### src/rtl/pfra_pkg.sv
// Shared types, codes and constants of the page frame share count allocator.
`default_nettype none
package pfra_pkg;

   localparam int PAGE_W  = 14;
   localparam int COUNT_W = 8;
   localparam int REG_W   = 15;
   localparam int ADDR_W  = 4;
   localparam int DATA_W  = 32;

   localparam int DEFAULT_NUM_PAGES = 16384;

   localparam logic [COUNT_W-1:0] RESERVED_COUNT = 8'd100;
   localparam logic [COUNT_W-1:0] COUNT_MAX      = 8'd255;
   localparam logic [COUNT_W-1:0] COUNT_ONE      = 8'd1;
   localparam logic [COUNT_W-1:0] COUNT_ZERO     = 8'd0;

   localparam logic [REG_W-1:0] OBJ_START_RESET  = 15'd256;
   localparam logic [REG_W-1:0] USER_START_RESET = 15'd1024;
   localparam logic [REG_W-1:0] USER_END_RESET   = 15'd16384;

   // Register indexes, taken from byte address bits [3:2].
   localparam logic [1:0] REG_OBJ_START  = 2'd0;
   localparam logic [1:0] REG_USER_START = 2'd1;
   localparam logic [1:0] REG_USER_END   = 2'd2;

   typedef enum logic [2:0] {
      ACT_ALLOC_USER = 3'd0,
      ACT_ALLOC_OBJ  = 3'd1,
      ACT_SHARE      = 3'd2,
      ACT_FREE       = 3'd3,
      ACT_QUERY      = 3'd4,
      ACT_SET        = 3'd5
   } action_type;

   typedef enum logic [2:0] {
      ST_OK           = 3'd0,
      ST_PROTECTED    = 3'd1,
      ST_ALREADY_FREE = 3'd2,
      ST_NO_FREE      = 3'd3,
      ST_SATURATED    = 3'd4
   } status_type;

   typedef struct packed {
      logic [REG_W-1:0] obj_start;
      logic [REG_W-1:0] user_start;
      logic [REG_W-1:0] user_end;
   } regs_type;

   typedef struct packed {
      logic clear_en;
      logic accept;
      logic scan_en;
      logic commit;
   } cmd_type;

   typedef struct packed {
      logic clear_last;
      logic start_alloc;
      logic scan_hit;
      logic scan_miss;
   } sts_type;

endpackage
`default_nettype wire

### src/rtl/pfra_ctrl.sv
// Sequencing state machine: clearing pass, accept, scan, finish and result handoff.
`default_nettype none
module pfra_ctrl (
   input  wire logic               clock,
   input  wire logic               reset,
   input  wire logic               req_tvalid,
   output logic                    req_tready,
   output logic                    rsp_tvalid,
   input  wire logic               rsp_tready,
   input  pfra_pkg::sts_type       sts,
   output pfra_pkg::cmd_type       cmd
);
   import pfra_pkg::*;

   typedef enum logic [1:0] {
      S_CLEAR,
      S_IDLE,
      S_SCAN,
      S_FINISH
   } state_type;

   state_type state_ff;
   state_type state_in;
   logic      rsp_valid_ff;
   logic      rsp_valid_in;

   // The result slot is free when empty or being taken this cycle.
   always_comb begin
      cmd.clear_en = (state_ff == S_CLEAR);
      cmd.accept   = (state_ff == S_IDLE) && req_tvalid;
      cmd.scan_en  = (state_ff == S_SCAN);
      cmd.commit   = (state_ff == S_FINISH) && (!rsp_valid_ff || rsp_tready);
   end

   always_comb begin
      state_in = state_ff;
      unique case (state_ff)
         S_CLEAR: begin
            if (sts.clear_last) state_in = S_IDLE;
         end
         S_IDLE: begin
            if (cmd.accept) state_in = sts.start_alloc ? S_SCAN : S_FINISH;
         end
         S_SCAN: begin
            if (sts.scan_hit || sts.scan_miss) state_in = S_FINISH;
         end
         S_FINISH: begin
            if (cmd.commit) state_in = S_IDLE;
         end
         default: state_in = S_CLEAR;
      endcase
   end

   always_comb begin
      rsp_valid_in = rsp_valid_ff;
      if (cmd.commit)      rsp_valid_in = 1'b1;
      else if (rsp_tready) rsp_valid_in = 1'b0;
   end

   always_ff @(posedge clock) begin
      if (reset) begin
         state_ff     <= S_CLEAR;
         rsp_valid_ff <= 1'b0;
      end else begin
         state_ff     <= state_in;
         rsp_valid_ff <= rsp_valid_in;
      end
   end

   assign req_tready = (state_ff == S_IDLE);
   assign rsp_tvalid = rsp_valid_ff;

endmodule
`default_nettype wire

### config.mk
export PLATFORM = sky130hd
export DESIGN_NAME = pfra_ctrl
export DESIGN_NICKNAME = d
export VERILOG_FILES = /design/src/rtl/pfra_pkg.sv /design/src/rtl/pfra_ctrl.sv
export SDC_FILE = /design/constraint.sdc
export NUM_CORES = 1
export LEC_CHECK = 0
export BUFFER_PORTS_ARGS = -buffer_cell sky130_fd_sc_hd__buf_2
export CAP_MARGIN = 40
export CORE_AREA = 2 2 39 41
export DETAILED_ROUTE_END_ITERATION = 10
export DIE_AREA = 0 0 41 43
export PLACE_DENSITY_LB_ADDON = 0.3
export SYNTH_ARGS = -nofsm -noshare
export SYNTH_HDL_FRONTEND = slang
export SYNTH_SLANG_ARGS = --single-unit
### constraint.sdc
create_clock -name clock -period 4.4 [get_ports clock]
set_clock_uncertainty 0.05 [all_clocks]
set_input_delay 0.22 -clock clock [delete_from_list [all_inputs] [get_ports clock]]
set_output_delay 0.22 -clock clock [all_outputs]
set_load 0.1 [all_outputs]
==> impl_metrics.env <==
export IMPL_path_class="flip-flop to output pin"
export IMPL_yosys_mux_area_fraction_pct=0
export IMPL_n_antenna_cell=0
export IMPL_avgViaCountPerCell=3.918
export IMPL_synthesis_nets=42
export IMPL_drive_gt1_share_pct=40.00
export IMPL_port_buffers=13
export IMPL_grt_max_degree=6
export IMPL_synthAdderAreaFrac_pct=25.25
export IMPL_slowest_delay_ns=0.41
export IMPL_crit_buf_inv=2
export IMPL_routedWlPerCell_um=7.934
export IMPL_synth_distinct_cells=14
export IMPL_ant_nets=0
export IMPL_cts_setup_buffers=0
export IMPL_dp_slack_ns=2.752
export IMPL_seq_area_frac_synth_pct=24.24
export IMPL_reg2reg_to="state_ff[0]$_SDFFE_PP0P_"
export IMPL_dp_hpwl_um=401.8
export IMPL_reg2regPathDepth=5
export IMPL_drt_initial_drc_count=3
export IMPL_fin_ws_ns=2.719
export IMPL_critical_path_peak_fanout=5
export IMPL_grt_pass1_vias=234
export IMPL_ioPinCount=14
export IMPL_grt_overflow_total=0
export IMPL_start_kind="flip-flop"
export IMPL_status="completed"
export IMPL_synth_cell_area_um2=247.7
export IMPL_htree_num_levels=1
export IMPL_synth_area_leaders="ha_1, dfxtp_1, inv_1"
export IMPL_synth_top_family_by_area="adder cells"
export IMPL_synth_top_area_share_pct=25.25
export IMPL_drv_cap=0
export IMPL_met1_usage_pct=6.090
export IMPL_r2r_slack_ns=2.76
export IMPL_rows=14
export IMPL_setup_tns_final_ns=0
export IMPL_initial_core_util_pct=17.90
export IMPL_r2r_start="state_ff[1]$_SDFFE_PP0P_"
export IMPL_cts_inserted_buffers=3
export IMPL_crit_path_end_kind="output pin"
export IMPL_use_met3_pct=3.141
export IMPL_cp_arrival_ns=1.41
export IMPL_dieWidth_um=41
export IMPL_syn_inst=29
export IMPL_grt_util_met2_pct=9.688
export IMPL_routed_wl_um=484
export IMPL_period_share_pct=38.20
export IMPL_finalMaxSlewViolations=0
export IMPL_fmax_ghz=0.5950
export IMPL_root_buffer="clkbuf_4"
export IMPL_post_cts_resized=0
export IMPL_layout_min_cycle_time_ns=1.681
export IMPL_clock_sinks=3
export IMPL_setup_viol=0
export IMPL_min_path_cells=2
export IMPL_synthSimpleGateAreaFrac_pct=17.68
export IMPL_worstHoldStart="reset"
export IMPL_crit_family="buffers and inverters"
export IMPL_grt_antenna_before_repair=0
export IMPL_route_vias_total=239
export IMPL_ys_warn_count=0
export IMPL_synth_xor_area_share_pct=0
export IMPL_yosys_area_top_type="ha_1"
export IMPL_hold_path_end="rsp_tvalid$_SDFFE_PP0P_"
export IMPL_grt_setup_unrepaired="false"
export IMPL_track_usage_pct=6.820
export IMPL_die_area_um2=1763
export IMPL_finalWeightedCongestion=0.6525
export IMPL_clk_pin_slew_ns=0.04
export IMPL_path_cells="inv_1 > ha_1 > and2_2 > buf_2"
export IMPL_ys_seq_elements=3
export IMPL_hold_buffers=0
export IMPL_syn_to_final_growth_pct=41.92
export IMPL_maxSlewHeadroom_pct=67.81
export IMPL_synth_compound_area_share_pct=20.71
export IMPL_core_area_um2=1384
export IMPL_cts_buffer_depth=2
export IMPL_drc_errors=0
export IMPL_hp_class="input port to flip-flop"
export IMPL_die_h_um=43
export IMPL_finalHoldViolCount=0
export IMPL_grt_busiest_layer="met2"
export IMPL_nNetsFinal=59
export IMPL_fin_util_pct=25.41
export IMPL_clock_latency_ns=0.23
export IMPL_cts_tree="built"
export IMPL_final_common_cell="buf_2"
export IMPL_cp_required_ns=4.13
export IMPL_slowest_stage="buf_2"
export IMPL_avgSynthCellArea_um2=8.543
export IMPL_grt_pass1_wl_um=759
export IMPL_tightest_slew_ns=0.4861
export IMPL_layout_common_cells="buf_2, inv_1, ha_1"
export IMPL_dr_pass1_iters=2
-- cells by family after synthesis --
family	count (synthesis)
compound gates	6
fa+ha+maj	5
buf+inv	7
simple gates	8
flops	3
-- how the worst max path moves through the flow --
stage                        startpoint                  endpoint  slack, ns  cells past startpoint
2_1_floorplan  state_ff[1]$_SDFFE_PP0P_                    cmd[2]       2.28                      3
4_1_cts        state_ff[1]$_SDFFE_PP0P_                    cmd[2]       2.70                      4
3_5_place_dp   state_ff[1]$_SDFFE_PP0P_  state_ff[0]$_SDFFE_PP0P_       2.75                      5
6_report       state_ff[1]$_SDFFE_PP0P_                    cmd[2]       2.72                      4
3_3_place_gp   state_ff[1]$_SDFFE_PP0P_  state_ff[0]$_SDFFE_PP0P_       2.78                      5
5_1_grt        state_ff[1]$_SDFFE_PP0P_                    cmd[2]       2.63                      4
-- routing by layer --
metal,vias to the layer above,routed length (um)
li1,128,-
met1,102,229
met2,9,215
met3,0,38
met4,0,0
met5,-,0
-- worst register-to-register path, stage by stage (launching register included) --
cell and delay (ns):
dfxtp_1 0.40, inv_1 0.09, ha_1 0.22, nor2b_1 0.13, a221o_1 0.30, o311a_1 0.34
-- flip-flops by register name, indices dropped and copies added (netlist names) --
name,flops
rsp_tvalid,1
state_ff,2
-- metrics by stage --
step	hold slack, ns	cell area, um^2	cells
finish	0.1381	351.6	61
global route	0.1335	351.6	61
CTS	0.1283	351.6	61
detailed placement	0.3727	325.3	57
global placement	0.3731	325.3	57
floorplan	0.2424	247.7	29
-- Yosys cell counts --
cell type	n
and2_2	1
and2_1	1
o41ai_1	1
buf_4	1
nor2b_1	3
nor2_1	3
inv_1	6
o21ai_0	1
a221o_1	1
o311a_1	1
o211ai_1	1
ha_1	5
dfxtp_1	3
a211o_2	1
-- final cells by class --
cell class | instances | area (um^2)
inverters | 6 | 22.52
fillers | 158 | 1032
repair buffers | 13 | 65.06
well taps | 16 | 20.02
flip-flops and latches | 3 | 60.06
multi-input cells | 19 | 157.7
clock buffers | 4 | 26.28
Power is left out: the tool's default activity adds up to more than one toggle a clock period on the data nets, which glitch-free logic cannot reach.
