### src/rtl/pfra_pkg.sv
// Shared types, codes and constants of the page frame share count allocator.
`default_nettype none
package pfra_pkg;

   localparam int PAGE_W  = 14;
   localparam int COUNT_W = 8;
   localparam int REG_W   = 15;
   localparam int ADDR_W  = 4;
   localparam int DATA_W  = 32;

   localparam int DEFAULT_NUM_PAGES = 16384;

   localparam logic [COUNT_W-1:0] RESERVED_COUNT = 8'd100;
   localparam logic [COUNT_W-1:0] COUNT_MAX      = 8'd255;
   localparam logic [COUNT_W-1:0] COUNT_ONE      = 8'd1;
   localparam logic [COUNT_W-1:0] COUNT_ZERO     = 8'd0;

   localparam logic [REG_W-1:0] OBJ_START_RESET  = 15'd256;
   localparam logic [REG_W-1:0] USER_START_RESET = 15'd1024;
   localparam logic [REG_W-1:0] USER_END_RESET   = 15'd16384;

   // Register indexes, taken from byte address bits [3:2].
   localparam logic [1:0] REG_OBJ_START  = 2'd0;
   localparam logic [1:0] REG_USER_START = 2'd1;
   localparam logic [1:0] REG_USER_END   = 2'd2;

   typedef enum logic [2:0] {
      ACT_ALLOC_USER = 3'd0,
      ACT_ALLOC_OBJ  = 3'd1,
      ACT_SHARE      = 3'd2,
      ACT_FREE       = 3'd3,
      ACT_QUERY      = 3'd4,
      ACT_SET        = 3'd5
   } action_type;

   typedef enum logic [2:0] {
      ST_OK           = 3'd0,
      ST_PROTECTED    = 3'd1,
      ST_ALREADY_FREE = 3'd2,
      ST_NO_FREE      = 3'd3,
      ST_SATURATED    = 3'd4
   } status_type;

   typedef struct packed {
      logic [REG_W-1:0] obj_start;
      logic [REG_W-1:0] user_start;
      logic [REG_W-1:0] user_end;
   } regs_type;

   typedef struct packed {
      logic clear_en;
      logic accept;
      logic scan_en;
      logic commit;
   } cmd_type;

   typedef struct packed {
      logic clear_last;
      logic start_alloc;
      logic scan_hit;
      logic scan_miss;
   } sts_type;

endpackage
`default_nettype wire

### src/rtl/pfra_csr.sv
// Configuration register bank behind the APB-style port.
`default_nettype none
module pfra_csr (
   input  wire logic                         clock,
   input  wire logic                         reset,
   input  wire logic                         psel,
   input  wire logic                         penable,
   input  wire logic                         pwrite,
   input  wire logic [pfra_pkg::ADDR_W-1:0]  paddr,
   input  wire logic [pfra_pkg::DATA_W-1:0]  pwdata,
   output logic      [pfra_pkg::DATA_W-1:0]  prdata,
   output pfra_pkg::regs_type                regs
);
   import pfra_pkg::*;

   regs_type regs_ff;
   regs_type regs_in;
   logic     wr_en;

   assign wr_en = psel && penable && pwrite;

   always_comb begin
      regs_in = regs_ff;
      if (wr_en) begin
         unique case (paddr[3:2])
            REG_OBJ_START:  regs_in.obj_start  = pwdata[REG_W-1:0];
            REG_USER_START: regs_in.user_start = pwdata[REG_W-1:0];
            REG_USER_END:   regs_in.user_end   = pwdata[REG_W-1:0];
            default:        regs_in = regs_ff;
         endcase
      end
   end

   always_ff @(posedge clock) begin
      if (reset) begin
         regs_ff.obj_start  <= OBJ_START_RESET;
         regs_ff.user_start <= USER_START_RESET;
         regs_ff.user_end   <= USER_END_RESET;
      end else begin
         regs_ff <= regs_in;
      end
   end

   always_comb begin
      unique case (paddr[3:2])
         REG_OBJ_START:  prdata = {{(DATA_W-REG_W){1'b0}}, regs_ff.obj_start};
         REG_USER_START: prdata = {{(DATA_W-REG_W){1'b0}}, regs_ff.user_start};
         REG_USER_END:   prdata = {{(DATA_W-REG_W){1'b0}}, regs_ff.user_end};
         default:        prdata = '0;
      endcase
   end

   assign regs = regs_ff;

endmodule
`default_nettype wire

### config.mk
export PLATFORM = sky130hd
export DESIGN_NAME = pfra_csr
export DESIGN_NICKNAME = d
export VERILOG_FILES = /design/src/rtl/pfra_pkg.sv /design/src/rtl/pfra_csr.sv
export SDC_FILE = /design/constraint.sdc
export NUM_CORES = 1
export LEC_CHECK = 0
export BUFFER_PORTS_ARGS = -buffer_cell sky130_fd_sc_hd__buf_2
export CORE_MARGIN = 2
export CORE_UTILIZATION = 25
export DETAILED_ROUTE_END_ITERATION = 16
export PLACE_DENSITY_LB_ADDON = 0.1
export SLEW_MARGIN = 20
export SYNTH_ARGS = -nofsm -noshare
export SYNTH_HDL_FRONTEND = slang
export SYNTH_SLANG_ARGS = --single-unit
### constraint.sdc
create_clock -name clock -period 1 [get_ports clock]
set_input_delay 0.15 -clock clock [delete_from_list [all_inputs] [get_ports clock]]
set_output_delay 0.15 -clock clock [all_outputs]
set_load 0.01 [all_outputs]
==> metrics.txt, run 1 <==
run status=finished, violations left; failing checks=setup timing; maximum vdd drop=0.548 mV; htree depth=2; Synth Instances=241; worst-skew pair later-pin latency=0.29 ns; multiplexer area fraction after synthesis=26.0%; Clock Skews=0 ns; Final WS setup=-0.174 ns; final WL=6680 um; Worst-path clk slew=0.09 ns; FF+latch count, synth=45; port buffer count=between 80 and 90; switching power=909 uW; HP Class=input port to register; CTS max path bufs=2; Pre-antenna DRT Iters=4; crit path max fanout=2; gpl congestion=0.702; DR iter-0 viols=49; number of global-route vias before repair=2007; metal2 WL=just over 3000 um; met1 WL=3270 um; max reg flops=45; Die H=100 um; Simple-Gate Fraction of Synth Area=approximately 22%; CP startpoint=regs[29]; TritonCTS clock tree=yes; DP HPWL=4850 um; max_cap viols=0; Max Slew Vio Count=0; first-pass GRT wire length=around 11000 um; fill count=917; Final Critical Period=1.17 ns; sequential fraction of the synthesis area=39.0%; Ys Warns=0; # diodes=0; DRC viols=0; worst hold slack=0.140 ns; Die Width=approximately 100 um; Core Region=9110 sq um; pwr dens=1030 nW/um^2; IO Count=118; share of layout cells above drive strength 1=52.0%; register share of total power=48.0%; Placed Instance Area=3160 sq um; Crit Path Class=register to output port; Initial Util=25.4%; hold_sp=pwdata[10]; Int Pwr=2910 uW; remaining global-route overflow=0; Synth area leaders=dfxtp_1 (39%), mux2i_1 (26%), nand2b_1 (15%); initial antenna violation count=0; nets@finish=415; final hold vios=0; highest routed layer=met4; final setup violation count=21; largest net degree at the start of global routing=39; design area=3730 sq um; Clock Sink Count=45; Total GRT Usage=13.5%; DR WL/cell=13.7 um; Inserted Clock Buffers=5; Synth Area in Adders=0%; Mapped Avg Cell Area=roughly 9.6 sq um; Yosys cell types=18; Achievable Freq=between 800 and 900 MHz; mapped cell area=about 2300 sq um; DIE AREA=10000 sq um; Via Count=2043; WL met3=between 200 and 300 um; main combinational cell family by area after synthesis=multiplexers; Leakage=0.00183 uW; Comb power frac=14.2%; Req. time, crit path=around 0.85 ns; part of the cycle the worst path needs=117%; worst r2r src=regs[15]; Synth top area share=39.0%; Yosys top cell by area=dfxtp_1; startpoint class of the critical path=register; Critical Path Sink Type=output port; vias per cell=4.20; Net Sw Frac=about a quarter; cell row count=35; area grow syn2layout=61.2%; Root Buffer=clkbuf_8; Clk network pwr share=37.9%; XOR/XNOR share of the synthesized area=0%; unrepaired setup endpoints after global routing=yes; Post-DRT Antenna Nets=0; Worst Path Arrival=1.02 ns; Synth Area in Compound Gates=between 3 and 4%
[layout by cell type (no fill, tap or decap), drive strengths merged, types with 2 or more instances in the layout]
cell / instances
nand2b: 57
clkbuf: 7
conb: 17
dfxtp: 45
mux2i: 60
buf: 144
nand2: 15
nor3b: 2
o21ai: 15
nor2: 6
[final cells by class]
type | count | area (sq um) | share of cell area, %
clock buffer | 7 | 86.3 | 2.32
clock inverter | 1 | 30.0 | 0.806
multi-input combinational | 178 | 1290 | 34.5
sequential | 45 | 947 | 25.4
tap | 111 | 139 | 3.73
timing repair buffer | 144 | 1240 | 33.2
[power by group through the flow]
stage	registers [uW]	logic (uW)	clock network, uW
2_1_floorplan	1880	293	0
3_3_place_gp	1870	497	0
3_5_place_dp	1870	496	0
4_1_cts	1830	544	1500
5_1_grt	1840	590	1570
6_report	1830	542	1450
[kinds of logic (layout without fill, tap and decap cells)]
family                 after synthesis  count (layout)
muxes                               60              60
and+or+nand+nor                     86              86
other                                1              17
DFF                                 45              45
buffers and inverters               34             152
AOI/OAI and AO/OA                   15              15
[Yosys cell counts]
master,count
nor2_1,6
clkbuf_1,9
or3b_1,1
nor3b_1,2
nand4_2,1
conb_1,1
nand3_2,1
or3_1,1
buf_4,20
nand2_1,15
mux2i_1,60
dfxtp_1,45
nor3_4,1
nor2b_1,1
nand2b_1,57
buf_2,3
buf_6,2
o21ai_0,15
[layer usage]
metal | vias to the layer above | global-route usage [%]
met5 | - | 0
met4 | 0 | 3.16
met3 | 4 | 2.58
met2 | 59 | 21.8
met1 | 952 | 18.8
li1 | 1028 | -
[worst max-delay path: stages, from the launching register on]
cell and delay, ns:
dfxtp_2 0.34, mux2i_2 0.18, o21ai_1 0.08, buf_2 0.14
[per-stage QoR]
step	utilization, %	setup TNS [ns]	instances	setup WS (ns)	power (uW)
6_report	40.9	-1.87	486	-0.174	3820
5_1_grt	40.9	-3.70	486	-0.238	4000
4_1_cts	40.3	-2.33	480	-0.182	3870
3_5_place_dp	34.7	-9.55	460	-0.236	2370
3_3_place_gp	34.7	-8.94	460	-0.220	2370
2_1_floorplan	-	-0.00959	257	-0.00176	2180
[what timing repair did]
item                                    in CTS  in global routing
hold buffers                                 0                  0
gates resized for setup                     91                 14
endpoints found under the setup margin      33                 46
pin swaps                                    0                  1
endpoints found under the hold margin        0                  0
setup buffers                               12                 13
[worst paths after layout]
| path | end | slack [ns] | depth (start not counted) |
|---|---|---|---|
| setup / recovery | prdata[14] | -0.17 | 3 |
| hold / removal | regs[25] | 0.14 | 3 |
| setup reg to reg | regs[15] | 0.09 | 5 |
| hold reg to reg | regs[24] | 0.49 | 2 |
(Power assumes the default switching activity.)
==> inputs of run 2 (changes only) <==
--- a/config.mk
+++ b/config.mk
@@ -7,8 +7,9 @@
 export LEC_CHECK = 0
 export BUFFER_PORTS_ARGS = -buffer_cell sky130_fd_sc_hd__buf_2
 export CORE_MARGIN = 2
-export CORE_UTILIZATION = 25
+export CORE_UTILIZATION = 40
 export DETAILED_ROUTE_END_ITERATION = 16
+export HOLD_SLACK_MARGIN = 0.08
 export PLACE_DENSITY_LB_ADDON = 0.1
 export SLEW_MARGIN = 20
 export SYNTH_ARGS = -nofsm -noshare
==> run 2 against run 1 <==
Against the previous run: the flow still finishes with violations (setup timing); wire length down 10%; first-iteration DRC count rose by 22%; critical path depth unchanged; clock-buffer cell count stayed put; critical endpoint unchanged; largest power group unchanged.
==> metrics.txt, run 2 (synthesis results as in run 1) <==
Fin Setup TNS=-2.18 ns (was -1.87 ns); DR iter-0 viols=60 (was 49); CTS max path bufs=2 (unchanged); startpoint class of the critical path=register (unchanged); cell count after placement=401 (was 460); Slowest-stage cell, CP=dfxtp_2 (unchanged); TritonCTS clock tree=yes (unchanged); nets@finish=410 (was 415); first-pass GRT wire length=9630 um (was 10600 um); met1 WL=2920 um (was 3270 um); max_cap viols=0 (unchanged); maximum vdd drop=0.699 mV (was 0.548 mV); area grow syn2layout=54.8% (was 61.2%); Crit Path Class=register to output port (unchanged); Max Slew Vio Count=0 (unchanged); max incr delay on CP=0.35 ns (was 0.34 ns); Achievable Freq=843 MHz (was 851 MHz); Root Buffer=clkbuf_8 (unchanged); Worst Path Arrival=1.04 ns (was 1.02 ns); Initial Util=41.7% (was 25.4%); remaining global-route overflow=0 (unchanged); Clk network pwr share=38.0% (was 37.9%); Net Sw Frac=23.4% (was 23.8%); Pre-antenna DRT Iters=4 (unchanged); worst path bufs/invs=1 (unchanged); metal2 WL=2710 um (was 3080 um); delay-heaviest family, CP=flip-flops (unchanged); DRC viols=0 (unchanged); register share of total power=48.7% (was 48.0%); Leakage=0.00179 uW (was 0.00183 uW); max reg flops=45 (unchanged); gpl congestion=0.744 (was 0.702); Int Pwr=2880 uW (was 2910 uW); cell row count=27 (was 35); Comb power frac=13.3% (was 14.2%); DR WL/cell=13.5 um (was 13.7 um); pre-CTS setup slack=-0.253 ns (was -0.236 ns); Clock Skews=0 ns (unchanged); hold_sp=pwdata[14] (was pwdata[10]); fill count=461 (was 917); IO Count=118 (unchanged); Non-Filler Instances=442 (was 486); share of layout cells above drive strength 1=49.7% (was 52.0%); Inserted Clock Buffers=5 (unchanged); largest net degree at the start of global routing=41 (was 39); CP startpoint=regs[44] (was regs[29]); Worst-path clk slew=0.08 ns (was 0.09 ns); worst-skew pair later-pin latency=0.29 ns (about the same); DP HPWL=3980 um (was 4850 um); Req. time, crit path=0.85 ns (about the same); worst r2r src=regs[44] (was regs[15]); initial antenna violation count=0 (unchanged); Core Region=5540 sq um (was 9110 sq um); failing checks=setup timing (unchanged); Post-DRT Antenna Nets=0 (unchanged); multi-input logic area=1280 sq um (was 1290 sq um); part of the cycle the worst path needs=119% (was 117%); # diodes=0 (unchanged); Final Critical Period=1.19 ns (was 1.17 ns); switching power=879 uW (was 909 uW); post-layout power=3760 uW (was 3820 uW); Clock Sink Count=45 (unchanged); Die Width=80.0 um (was 100 um); DIE AREA=6400 sq um (was 10000 sq um); Via Count=2027 (was 2043); FF+latch area=942 sq um (was 947 sq um); fin util=64.6% (was 40.9%); Final WS setup=-0.186 ns (was -0.174 ns); Critical Path Sink Type=output port (unchanged); number of global-route vias before repair=1982 (was 2007); htree depth=2 (unchanged); Die H=80.0 um (was 100 um); run status=finished, violations left (unchanged); highest routed layer=met4 (unchanged); worst-path cell chain=mux2i_1 > o21ai_1 > buf_2 (was mux2i_2 > o21ai_1 > buf_2); final setup violation count=20 (was 21); final hold vios=0 (unchanged); most common cell after layout, fill and taps aside=mux2i_1 (unchanged); vias per cell=4.59 (was 4.20); WL met3=309 um (was 285 um); crit path max fanout=2 (unchanged); port buffer count=81 (unchanged); pwr dens=1050 nW/um^2 (was 1030 nW/um^2); HP Class=input port to register (unchanged); unrepaired setup endpoints after global routing=yes (unchanged); most frequent cells in the layout=mux2i_1 (60), nand2b_1 (57), buf_2 (55), buf_6 (52), dfxtp_2 (33) (was mux2i_1 (59), nand2b_1 (57), buf_2 (54), buf_6 (51), dfxtp_2 (37)); Total GRT Usage=19.3% (was 13.5%); final WL=5980 um (was 6680 um)
[run 2: cell count changes in the layout (fill, tap and decap cells not counted)]
cell | previous run | this run
buf_12 | 8 | 4
dfxtp_1 | 8 | 12
dfxtp_2 | 37 | 33
buf_4 | 31 | 28
buf_2 | 54 | 55
buf_6 | 51 | 52
mux2i_1 | 59 | 60
mux2i_2 | 1 | 0
or3_1 | 0 | 1
or3_4 | 1 | 0
[run 2: tightest hold or removal path, stage by stage]
cell     delay [ns]
buf_2          0.09
nor2_1         0.04
mux2i_1        0.11
[run 2: per-layer routing]
metal | vias up | track usage (%)
li1 | 1018 | -
met1 | 945 | 27.0
met2 | 60 | 30.3
met3 | 4 | 3.62
met4 | 0 | 5.08
met5 | - | 0
[run 2: path summary, 6_finish.rpt]
path,to,slack (ns),depth (start not counted)
max,prdata[14],-0.19,3
min,regs[14],0.13,3
max reg2reg,regs[44],0.08,5
min reg2reg,regs[37],0.48,2
[run 2: metrics by stage]
stage	hold WS (ns)	area, sq um
2_1_floorplan	0.317	2410
3_3_place_gp	0.426	2910
3_5_place_dp	0.436	2910
4_1_cts	0.121	3490
5_1_grt	0.148	3580
6_report	0.128	3580
[run 2: power by group through the flow]
stage,Clock [uW],Sequential [uW],Combinational [uW]
finish,1430,1830,502
global route,1540,1840,547
CTS,1460,1830,493
detailed placement,0,1870,437
global placement,0,1870,437
floorplan,0,1880,293
[run 2: area by class of cell]
type	count	share of cell area [%]
multi-input combinational	178	35.7
timing repair buffer	139	32.2
sequential	45	26.3
tap	72	2.52
clock buffer	7	2.41
clock inverter	1	0.839
[run 2: what timing repair did]
item,4_1_cts,5_1_grt
hold buffers,0,0
buffers inserted,24,16
cloned,0,0
endpoints found under the hold margin,0,0
setup endpoints to repair,19,43
resized for setup,85,15
pin swaps,3,8
==> inputs of run 3 (changes only) <==
--- a/config.mk
+++ b/config.mk
@@ -10,7 +10,7 @@
 export CORE_UTILIZATION = 40
 export DETAILED_ROUTE_END_ITERATION = 16
 export HOLD_SLACK_MARGIN = 0.08
-export PLACE_DENSITY_LB_ADDON = 0.1
+export PLACE_DENSITY = 0.71
 export SLEW_MARGIN = 20
 export SYNTH_ARGS = -nofsm -noshare
 export SYNTH_HDL_FRONTEND = slang
==> run 3 against run 2 <==
Against the previous run: the flow still finishes with violations (setup timing); final area increased by 0.21%; non-clock buffer count unchanged; clock skew unchanged; sequential power is essentially flat; sequential cell count did not move; largest power group unchanged; final cell count decreased by 0.23%; worst setup slack gained 0.031 ns; critical endpoint is now prdata[5]; via count rose by 1.6%; clock-buffer cell count down 2; global-route usage grew 0.88 points; highest routed layer unchanged; total power is 2.6% lower; clock power decreased by 7%.
==> metrics.txt, run 3 (synthesis results as in run 1) <==
run status=finished, violations left (unchanged); failing checks=setup timing (unchanged); DR WL/cell=14.2 um (was 13.5 um); crit path max fanout=2 (unchanged); DIE AREA=6400 sq um (unchanged); pre-CTS setup slack=-0.230 ns (was -0.253 ns); Total GRT Usage=20.1% (was 19.3%); port buffer count=81 (unchanged); pwr dens=1020 nW/um^2 (was 1050 nW/um^2); Placed Instance Area=2900 sq um (was 2910 sq um); Post-DRT Antenna Nets=0 (unchanged); Critical Path Sink Type=output port (unchanged); startpoint class of the critical path=register (unchanged); gpl congestion=0.759 (was 0.744); vias per cell=4.67 (was 4.59); area grow syn2layout=55.1% (was 54.8%); final setup violation count=25 (was 20); worst-skew pair later-pin latency=0.30 ns (was 0.29 ns); DRC viols=0 (unchanged); share of layout cells above drive strength 1=51.5% (was 49.7%); most frequent cells in the layout=mux2i_1 (59), nand2b_1 (57), buf_2 (54), buf_6 (52), dfxtp_2 (38) (was mux2i_1 (60), nand2b_1 (57), buf_2 (55), buf_6 (52), dfxtp_2 (33)); Req. time, crit path=0.85 ns (about the same); CTS max path bufs=2 (unchanged); Clock Skews=0 ns (unchanged); Clock Sink Count=45 (unchanged); part of the cycle the worst path needs=115% (was 119%); worst hold slack=0.135 ns (was 0.128 ns); Die H=80.0 um (unchanged); max reg flops=45 (unchanged); max_cap viols=0 (unchanged); initial antenna violation count=0 (unchanged); Initial Util=41.7% (unchanged); TritonCTS clock tree=yes (unchanged); DR iter-0 viols=54 (was 60); Worst Path Arrival=1.00 ns (was 1.04 ns); number of global-route vias before repair=1998 (was 1982); Worst-path clk slew=0.08 ns (about the same); largest net degree at the start of global routing=36 (was 41); HP Class=input port to register (unchanged); design area=3590 sq um (was 3580 sq um); nets@finish=410 (unchanged); Leakage=0.00179 uW (about the same); htree depth=2 (unchanged); remaining global-route overflow=0 (unchanged); cell row count=27 (unchanged); Crit Path Class=register to output port (unchanged); most common cell after layout, fill and taps aside=mux2i_1 (unchanged); fill count=461 (unchanged); unrepaired setup endpoints after global routing=yes (unchanged); DP HPWL=4090 um (was 3980 um); Via Count=2060 (was 2027); Pre-antenna DRT Iters=4 (unchanged); Final Critical Period=1.15 ns (was 1.19 ns); Die Width=80.0 um (unchanged); Root Buffer=clkbuf_8 (unchanged); final hold vios=0 (unchanged); final WL=6280 um (was 5980 um); IO Count=118 (unchanged); Inserted Clock Buffers=5 (unchanged); first-pass GRT wire length=9800 um (was 9630 um); maximum vdd drop=0.515 mV (was 0.699 mV); # diodes=0 (unchanged); Core Region=5540 sq um (unchanged); Achievable Freq=866 MHz (was 843 MHz); Max Slew Vio Count=0 (unchanged); Final WS setup=-0.155 ns (was -0.186 ns)
## run 3: report_power, final
group	leakage [uW]	internal [uW]	switching [uW]
Sequential	0.000380	1820	17.6
Clock	0.0000540	726	599
Combinational	0.00135	256	251
Total	0.00179	2800	868
## run 3: timing repair
| item | 4_1_cts | 5_1_grt |
|---|---|---|
| endpoints found under the setup margin | 17 | 48 |
| resized for setup | 85 | 29 |
| hold buffers | 0 | 0 |
| setup buffers | 25 | 23 |
| gates cloned | 0 | 0 |
| pin swaps | 1 | 2 |
## run 3: stage by stage
stage	setup TNS, ns	utilization, %	total power [uW]	std cells
after detailed placement	-8.68	52.3	2310	400
final	-1.99	64.7	3670	441
after global routing	-3.86	64.7	3820	441
after global placement	-7.23	52.3	2300	400
after floorplan	-0.00959	-	2180	257
after CTS	-2.14	62.8	3660	432
## run 3: metal layers
layer  track usage (%)  up-vias  part of all wire (%)
li1                  -     1020                     -
met1              25.6      964                    44
met2              33.8       68                    49
met3              4.52        8                   4.8
met4              6.44        0                   1.5
met5                 0        -                     0
## run 3: worst max-delay path, cell delays in order, from the launching register on
cell and delay, ns:
dfxtp_2 0.33, mux2i_1 0.17, o21ai_1 0.07, buf_2 0.13
## run 3: path summary, 6_finish.rpt
path	from	end	slack [ns]	depth (start not counted)
min	pwdata[10]	regs[25]	0.14	3
max	regs[20]	prdata[5]	-0.15	3
max reg2reg	regs[25]	regs[25]	0.17	4
min reg2reg	regs[10]	regs[10]	0.49	2
## run 3: cell type report
class                      instances  area (sq um)  area share (%)
clock buffer                       5          68.8            1.92
sequential                        45           948            26.4
tap                               72          90.1            2.51
multi-input combinational        178          1280            35.8
clock inverter                     2          35.0           0.977
timing repair buffer             139          1160            32.4
